===== config.mk =====
export PLATFORM = sky130hd
export DESIGN_NAME = load_cell_tare_median_to_servo_goal_top
export DESIGN_NICKNAME = d
export VERILOG_FILES = /design/src/rtl/core/lctm_pkg.sv /design/src/rtl/core/lctm_ctrl.sv /design/src/rtl/core/lctm_dp.sv /design/src/rtl/core/load_cell_tare_median_to_servo_goal_top.sv
export SDC_FILE = /design/constraint.sdc
export NUM_CORES = 2
export LEC_CHECK = 0
export ABC_AREA = 1
export CAP_MARGIN = 20
export CELL_PAD_IN_SITES_DETAIL_PLACEMENT = 0
export CELL_PAD_IN_SITES_GLOBAL_PLACEMENT = 1
export CORE_UTILIZATION = 46
export DETAILED_ROUTE_END_ITERATION = 10
export DONT_BUFFER_PORTS = 1
export PLACE_DENSITY = 0.81
export SLEW_MARGIN = 20
export SYNTH_ARGS = -nofsm -noshare
export SYNTH_HDL_FRONTEND = slang
export SYNTH_SLANG_ARGS = --single-unit
export TNS_END_PERCENT = 30

===== constraint.sdc =====
create_clock -name clk -period 4.65 [get_ports clk]
set_input_delay 0.2325 -clock clk [delete_from_list [all_inputs] [get_ports clk]]
set_output_delay 0.2325 -clock clk [all_outputs]
set_load 0.03 [all_outputs]

===== src/rtl/core/lctm_pkg.sv =====
// Shared types and constants for the load-cell tare median servo goal block.
package lctm_pkg;

  localparam int SUM_W   = 26;
  localparam int NET_W   = 25;
  localparam int SPAN_W  = 21;
  localparam int GOAL_W  = 13;
  localparam int QUO_W   = 14;
  localparam int PROD_W  = NET_W + SPAN_W;
  localparam int NUM_W   = PROD_W + 2;
  localparam int CNT_W   = 5;
  localparam int CFG_W   = 25;
  localparam int CFG_IDX_W = 2;

  localparam logic [CFG_IDX_W-1:0] REG_MAX_WEIGHT = 2'd0;
  localparam logic [CFG_IDX_W-1:0] REG_SPAN_Q8    = 2'd1;

  localparam logic [NET_W-1:0]  MAX_WEIGHT_RST = 25'd360000;
  localparam logic [SPAN_W-1:0] SPAN_Q8_RST    = 21'd189326;
  localparam logic [GOAL_W-1:0] GOAL_MAX       = 13'd8191;

  typedef enum logic [3:0] {
    ST_IDLE,
    ST_PUSH,
    ST_SEL_V,
    ST_SEL_LATCH,
    ST_SEL_SCAN,
    ST_SEL_DRAIN,
    ST_SEL_CHECK,
    ST_NET,
    ST_MUL,
    ST_DIV_PRE,
    ST_DIV,
    ST_OUT
  } lctm_state_t;

  typedef struct packed {
    logic load_in;
    logic push;
    logic sel_read;
    logic sel_latch;
    logic scan;
    logic sel_next;
    logic sel_take;
    logic net_init;
    logic mul_step;
    logic div_init;
    logic div_step;
    logic out_load;
  } lctm_cmd_t;

  typedef struct packed {
    logic capture;
    logic scan_last;
    logic found;
    logic step_last;
    logic out_busy;
  } lctm_sts_t;

endpackage


===== src/rtl/core/lctm_ctrl.sv =====
// Sequencer for push, rank select, scaling and result hand-off.
module lctm_ctrl (
  input  logic                clk,
  input  logic                rst,
  input  logic                in_valid,
  input  lctm_pkg::lctm_sts_t sts,
  output lctm_pkg::lctm_cmd_t cmd,
  output logic                in_stall
);
  import lctm_pkg::*;

  lctm_state_t state, state_next;

  // Hold state
  always_ff @(posedge clk) begin
    if (rst) state <= ST_IDLE;
    else state <= state_next;
  end

  // Next state
  always_comb begin
    state_next = state;
    unique case (state)
      ST_IDLE:      if (in_valid) state_next = ST_PUSH;
      ST_PUSH:      state_next = sts.capture ? ST_SEL_V : ST_NET;
      ST_SEL_V:     state_next = ST_SEL_LATCH;
      ST_SEL_LATCH: state_next = ST_SEL_SCAN;
      ST_SEL_SCAN:  if (sts.scan_last) state_next = ST_SEL_DRAIN;
      ST_SEL_DRAIN: state_next = ST_SEL_CHECK;
      ST_SEL_CHECK: state_next = sts.found ? ST_NET : ST_SEL_V;
      ST_NET:       state_next = ST_MUL;
      ST_MUL:       if (sts.step_last) state_next = ST_DIV_PRE;
      ST_DIV_PRE:   state_next = ST_DIV;
      ST_DIV:       if (sts.step_last) state_next = ST_OUT;
      ST_OUT:       if (!sts.out_busy) state_next = ST_IDLE;
      default:      state_next = ST_IDLE;
    endcase
  end

  // Outputs
  always_comb begin
    cmd = '0;
    in_stall = 1'b1;
    unique case (state)
      ST_IDLE: begin
        in_stall = 1'b0;
        cmd.load_in = in_valid;
      end
      ST_PUSH:      cmd.push = 1'b1;
      ST_SEL_V:     cmd.sel_read = 1'b1;
      ST_SEL_LATCH: cmd.sel_latch = 1'b1;
      ST_SEL_SCAN:  cmd.scan = 1'b1;
      ST_SEL_DRAIN: cmd = '0;
      ST_SEL_CHECK: begin
        cmd.sel_take = sts.found;
        cmd.sel_next = !sts.found;
      end
      ST_NET:       cmd.net_init = 1'b1;
      ST_MUL:       cmd.mul_step = 1'b1;
      ST_DIV_PRE:   cmd.div_init = 1'b1;
      ST_DIV:       cmd.div_step = 1'b1;
      ST_OUT:       cmd.out_load = !sts.out_busy;
      default:      cmd = '0;
    endcase
  end

endmodule


===== src/rtl/core/lctm_dp.sv =====
// Datapath: sum window, rank select counters, net weight, serial scaler.
module lctm_dp #(
  parameter int WINDOW_DEPTH = 20,
  parameter int CELL_WIDTH   = 24
) (
  input  logic                                   clk,
  input  logic                                   rst,
  input  lctm_pkg::lctm_cmd_t                    cmd,
  output lctm_pkg::lctm_sts_t                    sts,
  input  logic signed [CELL_WIDTH-1:0]           cell_a,
  input  logic signed [CELL_WIDTH-1:0]           cell_b,
  input  logic signed [CELL_WIDTH-1:0]           cell_c,
  input  logic signed [CELL_WIDTH-1:0]           cell_d,
  input  logic                                   capture_tare,
  input  logic                                   cfg_we,
  input  logic [lctm_pkg::CFG_IDX_W-1:0]         cfg_index,
  input  logic [lctm_pkg::CFG_W-1:0]             cfg_data,
  output logic                                   out_valid,
  input  logic                                   out_stall,
  output logic signed [lctm_pkg::SUM_W-1:0]      gross_sum,
  output logic signed [lctm_pkg::SUM_W-1:0]      tare_out,
  output logic [lctm_pkg::NET_W-1:0]             net_weight,
  output logic [lctm_pkg::GOAL_W-1:0]            goal_position,
  output logic                                   ready_res
);
  import lctm_pkg::*;

  localparam int CntW  = $clog2(WINDOW_DEPTH + 1);
  localparam int AddrW = (WINDOW_DEPTH > 1) ? $clog2(WINDOW_DEPTH) : 1;
  localparam int ExtW  = (CELL_WIDTH + 2 > SUM_W) ? CELL_WIDTH + 2 : SUM_W;
  localparam logic [CntW:0] Depth = (CntW + 1)'(WINDOW_DEPTH);

  logic signed [SUM_W-1:0] mem [WINDOW_DEPTH];
  logic signed [SUM_W-1:0] rd_data;
  logic [AddrW-1:0]        rd_addr;

  logic [CntW-1:0]         win_count, oldest, sel_i, scan_j, less_cnt, eq_cnt;
  logic signed [SUM_W-1:0] tare, gross, cand;
  logic                    capture, cmp_en;
  logic [NET_W-1:0]        max_weight;
  logic [SPAN_W-1:0]       span_q8;
  logic [NET_W-1:0]        net;
  logic [PROD_W-1:0]       net_sh, acc;
  logic [SPAN_W-1:0]       mreg;
  logic [NUM_W-1:0]        rem;
  logic [NUM_W-2:0]        dsh;
  logic [QUO_W-1:0]        quo;
  logic [CNT_W-1:0]        cnt;

  logic signed [ExtW-1:0]  sum_ext;
  logic [CntW:0]           slot_raw, slot;
  logic [CntW-1:0]         half;
  logic signed [SUM_W:0]   diff;
  logic [NET_W-1:0]        net_comb;
  logic [GOAL_W-1:0]       goal_comb;

  // Sum the readings, wrap to the sum width
  assign sum_ext = ExtW'(cell_a) + ExtW'(cell_b) + ExtW'(cell_c) + ExtW'(cell_d);

  // Write slot after the newest entry; over the oldest once the window is full
  assign slot_raw = {1'b0, oldest} + {1'b0, win_count};
  assign slot     = (slot_raw >= Depth) ? slot_raw - Depth : slot_raw;

  assign half = win_count >> 1;
  assign rd_addr = cmd.scan ? scan_j[AddrW-1:0] : sel_i[AddrW-1:0];

  // Window memory, registered read
  always_ff @(posedge clk) begin
    if (cmd.push) mem[slot[AddrW-1:0]] <= gross;
    if (cmd.sel_read || cmd.scan) rd_data <= mem[rd_addr];
  end

  // Net weight: zero without tare, floor at zero, clamp to max_weight
  assign diff = {gross[SUM_W-1], gross} - {tare[SUM_W-1], tare};
  always_comb begin
    if (tare == '0 || diff[SUM_W] || diff == '0) net_comb = '0;
    else if (diff[SUM_W-1:0] > {1'b0, max_weight}) net_comb = max_weight;
    else net_comb = diff[NET_W-1:0];
  end

  // Saturate the quotient; zero without tare or with max_weight zero
  always_comb begin
    if (tare == '0 || max_weight == '0) goal_comb = '0;
    else if (quo[QUO_W-1]) goal_comb = GOAL_MAX;
    else goal_comb = quo[GOAL_W-1:0];
  end

  // Control state
  always_ff @(posedge clk) begin
    if (rst) begin
      win_count  <= '0;
      oldest     <= '0;
      tare       <= '0;
      max_weight <= MAX_WEIGHT_RST;
      span_q8    <= SPAN_Q8_RST;
      out_valid  <= 1'b0;
      cmp_en     <= 1'b0;
    end else begin
      if (cfg_we) begin
        case (cfg_index)
          REG_MAX_WEIGHT: max_weight <= cfg_data[NET_W-1:0];
          REG_SPAN_Q8:    span_q8 <= cfg_data[SPAN_W-1:0];
          default: ;
        endcase
      end
      if (cmd.push) begin
        if ({1'b0, win_count} < Depth) win_count <= win_count + 1'b1;
        else if ({1'b0, oldest} == Depth - 1'b1) oldest <= '0;
        else oldest <= oldest + 1'b1;
      end
      if (cmd.sel_take) tare <= cand;
      cmp_en <= cmd.scan;
      if (cmd.out_load) out_valid <= 1'b1;
      else if (!out_stall) out_valid <= 1'b0;
    end
  end

  // Payload and working registers
  always_ff @(posedge clk) begin
    if (cmd.load_in) begin
      gross   <= sum_ext[SUM_W-1:0];
      capture <= capture_tare;
    end
    if (cmd.push) sel_i <= '0;
    if (cmd.sel_next) sel_i <= sel_i + 1'b1;
    if (cmd.sel_latch) begin
      cand     <= rd_data;
      scan_j   <= '0;
      less_cnt <= '0;
      eq_cnt   <= '0;
    end else begin
      if (cmd.scan) scan_j <= scan_j + 1'b1;
      if (cmp_en) begin
        if (rd_data < cand) less_cnt <= less_cnt + 1'b1;
        else if (rd_data == cand) eq_cnt <= eq_cnt + 1'b1;
      end
    end
    // Shift-add multiply net * span
    if (cmd.net_init) begin
      net    <= net_comb;
      net_sh <= PROD_W'(net_comb);
      mreg   <= span_q8;
      acc    <= '0;
      cnt    <= CNT_W'(SPAN_W - 1);
    end
    if (cmd.mul_step) begin
      if (mreg[0]) acc <= acc + net_sh;
      net_sh <= net_sh << 1;
      mreg   <= mreg >> 1;
      cnt    <= cnt - 1'b1;
    end
    // Restoring divide of (2*p + 256*mw) by 512*mw
    if (cmd.div_init) begin
      rem <= {1'b0, acc, 1'b0} + NUM_W'({max_weight, 8'b0});
      dsh <= (NUM_W-1)'({max_weight, 9'b0}) << (QUO_W - 1);
      quo <= '0;
      cnt <= CNT_W'(QUO_W - 1);
    end
    if (cmd.div_step) begin
      if ({1'b0, dsh} <= rem) begin
        rem <= rem - {1'b0, dsh};
        quo <= {quo[QUO_W-2:0], 1'b1};
      end else begin
        quo <= {quo[QUO_W-2:0], 1'b0};
      end
      dsh <= dsh >> 1;
      cnt <= cnt - 1'b1;
    end
    if (cmd.out_load) begin
      gross_sum     <= gross;
      tare_out      <= tare;
      net_weight    <= net;
      goal_position <= goal_comb;
      ready_res     <= (tare != '0);
    end
  end

  // Status back to the sequencer
  always_comb begin
    sts.capture   = capture;
    sts.scan_last = (scan_j == win_count - 1'b1);
    sts.found     = (less_cnt <= half) && (half < less_cnt + eq_cnt);
    sts.step_last = (cnt == '0);
    sts.out_busy  = out_valid && out_stall;
  end

endmodule


===== src/rtl/core/load_cell_tare_median_to_servo_goal_top.sv =====
// Top level: load-cell sum window, median tare and servo goal scaling.
//
// Input channel in_valid/in_stall carries four signed cell readings and a
// tare-capture flag; output channel out_valid/out_stall carries one result
// item per input item. An item is taken on a clock edge with valid high
// and stall low. in_stall is low only while the sequencer is idle.
// Without capture an accepted item passes through the push, the net step,
// the shift-add multiply, the divide setup, the restoring divide steps
// and the output load. A new item is taken only once the sequencer is
// back to idle. A capture adds a rank select after the push that scans
// all held sums for each candidate until the median candidate is found.
// The output register holds a finished item while out_stall is high; a new
// item is accepted meanwhile and waits at the output load step.
// Synchronous reset empties the window, clears tare and sets max_weight
// and span_q8 to their defaults. The user makes configuration writes on
// cfg_we/cfg_index/cfg_data only while idle; the block does not enforce it.
module load_cell_tare_median_to_servo_goal_top #(
  parameter int WINDOW_DEPTH = 20,
  parameter int CELL_WIDTH   = 24
) (
  input  logic                              clk,
  input  logic                              rst,
  input  logic                              in_valid,
  output logic                              in_stall,
  input  logic signed [CELL_WIDTH-1:0]      cell_a,
  input  logic signed [CELL_WIDTH-1:0]      cell_b,
  input  logic signed [CELL_WIDTH-1:0]      cell_c,
  input  logic signed [CELL_WIDTH-1:0]      cell_d,
  input  logic                              capture_tare,
  input  logic                              cfg_we,
  input  logic [lctm_pkg::CFG_IDX_W-1:0]    cfg_index,
  input  logic [lctm_pkg::CFG_W-1:0]        cfg_data,
  output logic                              out_valid,
  input  logic                              out_stall,
  output logic signed [lctm_pkg::SUM_W-1:0] gross_sum,
  output logic signed [lctm_pkg::SUM_W-1:0] tare_out,
  output logic [lctm_pkg::NET_W-1:0]        net_weight,
  output logic [lctm_pkg::GOAL_W-1:0]       goal_position,
  output logic                              ready_res
);
  import lctm_pkg::*;

  lctm_cmd_t cmd;
  lctm_sts_t sts;

  lctm_ctrl u_ctrl (
    .clk      (clk),
    .rst      (rst),
    .in_valid (in_valid),
    .sts      (sts),
    .cmd      (cmd),
    .in_stall (in_stall)
  );

  lctm_dp #(
    .WINDOW_DEPTH (WINDOW_DEPTH),
    .CELL_WIDTH   (CELL_WIDTH)
  ) u_dp (
    .clk           (clk),
    .rst           (rst),
    .cmd           (cmd),
    .sts           (sts),
    .cell_a        (cell_a),
    .cell_b        (cell_b),
    .cell_c        (cell_c),
    .cell_d        (cell_d),
    .capture_tare  (capture_tare),
    .cfg_we        (cfg_we),
    .cfg_index     (cfg_index),
    .cfg_data      (cfg_data),
    .out_valid     (out_valid),
    .out_stall     (out_stall),
    .gross_sum     (gross_sum),
    .tare_out      (tare_out),
    .net_weight    (net_weight),
    .goal_position (goal_position),
    .ready_res     (ready_res)
  );

  // Ready flag tracks a nonzero tare
  a_ready_tare: assert property (@(posedge clk) disable iff (rst)
    out_valid |-> (ready_res == (tare_out != '0)))
    else $error("ready_res does not match tare_out");

  // No tare means no net weight and no goal
  a_no_tare_zero: assert property (@(posedge clk) disable iff (rst)
    (out_valid && !ready_res) |-> (net_weight == '0 && goal_position == '0))
    else $error("net or goal nonzero without tare");

  // Input is held off while an item is in work
  a_busy_stall: assert property (@(posedge clk) disable iff (rst)
    (in_valid && !in_stall) |=> in_stall)
    else $error("input taken while an item is in work");

endmodule


Word level (Yosys, flattened, before mapping)
Memory sizes are Yosys's and may differ from the RTL's. A register that Yosys moved wholly into a read port is not among the register bits.
Index checks and enable logic that the tools add are counted.
- input port bits: 129
- bits in writable memories: 520
- word-level logic and storage cells: 157
- register bits: 504
- memories: 1
- memory list (name ; depth ; width ; rd ports ; clocked after Yosys merged registers in ; wr ports ; RTL line ; RTL):
    u_dp.mem ; 20 ; 26 ; 1 ; 1 ; 1 ; lctm_dp.sv:33 ; logic signed [SUM_W-1:0] mem [WINDOW_DEPTH];
- bitwise gates (word level): 2
- equality and inequality tests: 21
- $lt $le $gt $ge: 7
- add/sub/neg operators: 18
- mux-type cells: 51
- reduce and logical (&&, ||, !) cells: 26
- operators by type and width (kind ; count):
    two-way mux 46 bit ; 7
    two-way mux 48 bit ; 3
    two-way mux 25 bit ; 2
    adder 47 x 33 -> 48 bit ; 1
    less-or-equal comparator 47 x 48 -> 1 bit ; 1
    one-hot mux 4 bit (12 select lines) ; 1
    subtractor 48 x 47 -> 48 bit ; 1
    adder 46 bit ; 1
    two-way mux 5 bit ; 9
    two-way mux 20 bit ; 2
    adder 5 x 1 -> 5 bit (second input constant) ; 6
    two-way mux 14 bit ; 2
    logical NOT 27 bit ; 1
    subtractor 26 x 26 -> 27 bit ; 1
    adder 25 x 24 -> 26 bit ; 1
    adder 26 x 24 -> 26 bit ; 1
    equality test 26 bit ; 1
    greater-than comparator 26 x 25 -> 1 bit ; 1
    logical NOT 26 bit ; 1
    < comparator 26 bit ; 1
    nonzero test 26 bit ; 1
    adder 24 x 24 -> 25 bit ; 1
    logical NOT 25 bit ; 1
    two-way mux 4 bit ; 5
    other kinds (33) ; 73

Logic depth before layout (Yosys ltp)
- word-level depth: 6
- depth in mapped cells: 28
- gate-level depth less buffers: 27

By module
From an unflattened synthesis, not the netlist that was laid out.
- cells, all modules: 5763
- area, all modules: 54328.4 µm²
- by module, submodules not included (module ; area an instance (µm²) ; times used ; cells each):
    lctm_dp ; 53899.2 ; 1 ; 5694
    lctm_ctrl ; 429.2 ; 1 ; 69

Worst setup path after synthesis
Ideal clock, no wire load.
- kind: reg-to-reg
- start point: reg u_ctrl.state[3]
- end point: reg u_dp.goal_position[0] (netlist name), enable pin
- setup time: 0.541 ns
- stages on the path, launching flop included: 5
- setup slack: -0.299 ns
- data arrival time: 4.408 ns
- data required time: 4.109 ns
- clock period less this slack: 4.949 ns
- cells stage by stage: dfxtp_1 -> inv_2 -> nor2_1 -> nand2_1 -> nor2_1
- RTL lines (element ; RTL line ; RTL):
    from (decl) ; lctm_ctrl.sv:12 ; lctm_state_t state, state_next;
    from (signal assigned) ; lctm_ctrl.sv:17 ; else state <= state_next;
    to (signal assigned) ; lctm_dp.sv:173 ; goal_position <= goal_comb;
    to (decl) ; lctm_dp.sv:23 ; output logic [lctm_pkg::GOAL_W-1:0] goal_position,

Worst setup path in the final report
- start point: reg u_dp.gross[2]
- end point: reg u_dp.net_sh[5] (data pin)
- cells in the longest elaborated chain, start to end: 6
- elaborated cells between the ends (all ways): 9
- RTL lines (element ; RTL line ; RTL):
    from (decl) ; lctm_dp.sv:38 ; logic signed [SUM_W-1:0] tare, gross, cand;
    from (signal assigned) ; lctm_dp.sv:121 ; gross <= sum_ext[SUM_W-1:0];
    subtractor 26 x 26 -> 27 bit (*) ; lctm_dp.sv:74 ; assign diff = {gross[SUM_W-1], gross} - {tare[SUM_W-1], tare};
    greater-than comparator 26 x 25 -> 1 bit (tied with other cells) ; lctm_dp.sv:77 ; else if (diff[SUM_W-1:0] > {1'b0, max_weight}) net_comb = max_weight;
    two-way mux 25 bit or logical OR 1 bit (tied branches) ; lctm_dp.sv:77, lctm_dp.sv:76 ;
    two-way mux 25 bit (*) ; lctm_dp.sv:76 ; if (tare == '0 || diff[SUM_W] || diff == '0) net_comb = '0;
    two-way mux 46 bit (*) ; lctm_dp.sv:139 ; if (cmd.net_init) begin
    two-way mux 46 bit (*) ; lctm_dp.sv:146 ; if (cmd.mul_step) begin
    to (signal assigned) ; lctm_dp.sv:141 ; net_sh <= PROD_W'(net_comb);
    to (signal assigned) ; lctm_dp.sv:148 ; net_sh <= net_sh << 1;
    to (decl) ; lctm_dp.sv:43 ; logic [PROD_W-1:0] net_sh, acc;
Every way passes the cells marked *; elsewhere a longest branch is shown, timed or not. The select of a mux whose other input is x is not followed.
A chain may end at the register's enable or synchronous reset.

==> metrics.cfg <==
[outcome]
status = completed

[finish]
nNetsFinal = 6278
drive_above_1_share_pct = 5.92
finalCoreUtilization_pct = 52.0
final_common_cell = nand2_1
instances_no_fill = 7470
final_cell_mix = 1011 x nand2_1, 850 x edfxtp_1, 720 x nor2_1, 630 x inv_1, 556 x o21ai_0
area_growth_pct = 11.5

[routing]
drt-total-wl_um = 169000
routedWlPerCell_um = 22.6
via_per_inst = 5.69
drc_errors = 0
drt-initial-drc-count = 4575
drt_first_pass_iters = 6
ant_nets = 0
vias = 42500

[flow_run]
max_cap_viol_count = 0

[synthesis]
synth.largest_area_cell = edfxtp_1
synth_top_cell_area_share_pct = 46.9
ys_seq_area_share_pct = 54.2
synth_cell_types = 58
syn_area_per_cell_um2 = 9.39
yosys_warnings = 0
synth_cells = 5797
netlist_area_mm2 = 0.0545
synth-edff-count = 850
ys_ff_latch = 1050
synth_area_leaders = edfxtp_1 47%, dfxtp_1 7.4%, nand2_1 7.0%, ha_1 5.7%, nor2_1 5.1%
synth_flop_cell = edfxtp_1
synth_async_sr_flop_share_pct = 0
synth_fp_nets = 6227

[sta]
period_needed_ps = 4230
finClkSkew_ps = 72.3
setup_tns_ps = 0
fmax_mhz = 236
finalHoldViolations = 0
drv_slew = 0
slew-limit-headroom_pct = 28.3
worstMarginPinSlew_ps = 1070
setup_viol = 0
finalCritPeriodShare_pct = 90.9
rsz0062_at_grt = no

[placed_design]
place_inst = 7214
port_buffers = 0
hpwl_um = 119000
gp_congestion = 0.975

[die]
start_util_pct = 46.6
die_area_mm2 = 0.120
die_h_um = 346
die_w_um = 346
rows = 125
ioPinCount = 222
core_mm2 = 0.117

[global_route]
grt_pass1_wl_um = 252000
grt_max_degree = 163
antenna_found_initial = 2
grt_usage_pct = 27.7
grt-ovfl-total = 0
grt_pass1_vias = 40600

[power]
p_leak_nw = 23.9
irDropWorstVdd_v = 0.000625
p_per_area_mw_per_mm2 = 615

[clock_network]
cts_tree = built
cts-root-buf = clkbuf_16
htreeDepth = 3
clock_latency_ps = 770
clkTransAtPathRegs_ps = 70
cts_setup_buffers = 0
numCtsBuffers = 109
cts_buffer_depth = 3
cts.repair.resized = 0
cts.sinks = 1050

[setup_path]
cpMaxStageDelayCell = nor4b_1
cp.arrival_ps = 4870
worstPathRequired_ps = 5290
start_kind = flop
reg2regPathDepth = 22
timing.critical_path.mode_cell = nand2_1
critical_path_buf_inv_count = 2
path_depth = 22
crit_fanout = 25
regToRegSetupSlack_ps = 420
crit_type = flop to flop
worst_setup_path_end_kind = flop
cpPeakStageDelay_ps = 450
path_cells = buf_4, ha_1, nand2_1, nor2_1, nand2_1, nand3_1, nand2_1, nand2_1, nand2_1, nand2_1, inv_1, ha_1, nand2_1, nor2_1, nand4_1, nor4b_1, nand3b_2, nand2_4, nand2_1, nand2_1, nand4_1, nand2_1
cp_top_family = simple AND/OR/NAND/NOR gates

[worst_hold_path]
min_path_type = primary input to flop
hold_depth = 4

Yosys cell counts, drive strengths merged, types with 78 or more instances:
cell type	count
nand3	248
a21oi	326
nand2	1038
nand4	78
nor2	755
clkbuf	133
inv	643
o221ai	81
edfxtp	850
ha	246
o21ai	574
dfxtp	200
logic make-up after synthesis:
logic type      share of synthesized area [%]
simple gates                             16.9
compound gates                           13.3
flops                                    54.2
buf+inv                                  6.01
fa+ha+maj                                7.67
xor+xnor                                 1.95
routing by layer:
metal	GRT usage, %	vias up	wire length, um
li1	-	20200	-
met1	38.0	20500	73200
met2	45.3	1604	78600
met3	4.20	256	11700
met4	8.69	4	5070
met5	0	-	26
final timing paths:
path / end / startpoint
worst min-delay path: u_dp.gross[24]$_DFFE_PP_ / cell_d[23]
worst max-delay path: u_dp.net_sh[5]$_DFFE_PP_ / u_dp.gross[2]$_DFFE_PP_
worst min register to register: u_dp.tare_out[14]$_DFFE_PP_ / u_dp.tare[14]$_SDFFE_PP0P_
worst max register to register: u_dp.net_sh[5]$_DFFE_PP_ / u_dp.gross[2]$_DFFE_PP_
worst reg2reg max path, delay by kind of cell, from the launching register on:
family | cells | cell delay (ps)
buf+inv | 2 | 340
simple gates | 18 | 2710
flops | 1 | 360
fa+ha+maj | 2 | 710
final cells by class:
cell class | count | area, um2
fill | 10600 | 56100
sequential | 1050 | 29500
multi-input combinational | 3906 | 21900
clock buffer | 137 | 2880
inverter | 649 | 2440
tap | 1524 | 1910
timing repair buffer | 132 | 1300
clock inverter | 69 | 764
antenna | 3 | 7.51
flip-flops by register name, indices dropped and copies added, names as in the netlist, 13 cells and up:
register,flops
u_dp.dsh,47
u_dp.span_q8,21
u_dp.max_weight,25
u_dp.acc,46
u_dp.tare_out,26
u_dp.goal_position,13
u_dp.tare,26
u_dp.rd_data,26
u_dp.net_sh,46
u_dp.net,25
u_dp.mreg,21
u_dp.quo,14
u_dp.gross_sum,26
u_dp.net_weight,25
u_dp.mem,520
u_dp.cand,26
u_dp.rem,48
u_dp.gross,26
report_power, final:
group | switching (mW) | internal, mW | total (mW)
combinational | 10.9 | 4.71 | 15.6
clock | 3.92 | 4.99 | 8.91
sequential | 0.795 | 12.1 | 12.8
stage by stage:
step | instance area [um2] | hold WS (ps) | setup slack, ps | total power [mW]
finish | 60700 | 65.1 | 421 | 37.3
detailed placement | 56600 | 309 | 511 | 28.3
global route | 60700 | 57.5 | 72.2 | 39.6
floorplan | 54500 | 331 | 921 | 23.3
CTS | 60700 | 18.0 | 484 | 37.3
global placement | 56600 | 308 | 574 | 28.2
what timing repair did:
item | 4_1_cts | 5_1_grt
hold buffers | 47 | 0
endpoints found under the hold margin | 60 | 0
setup endpoints to repair | 0 | 0
(Power assumes the default switching activity.)
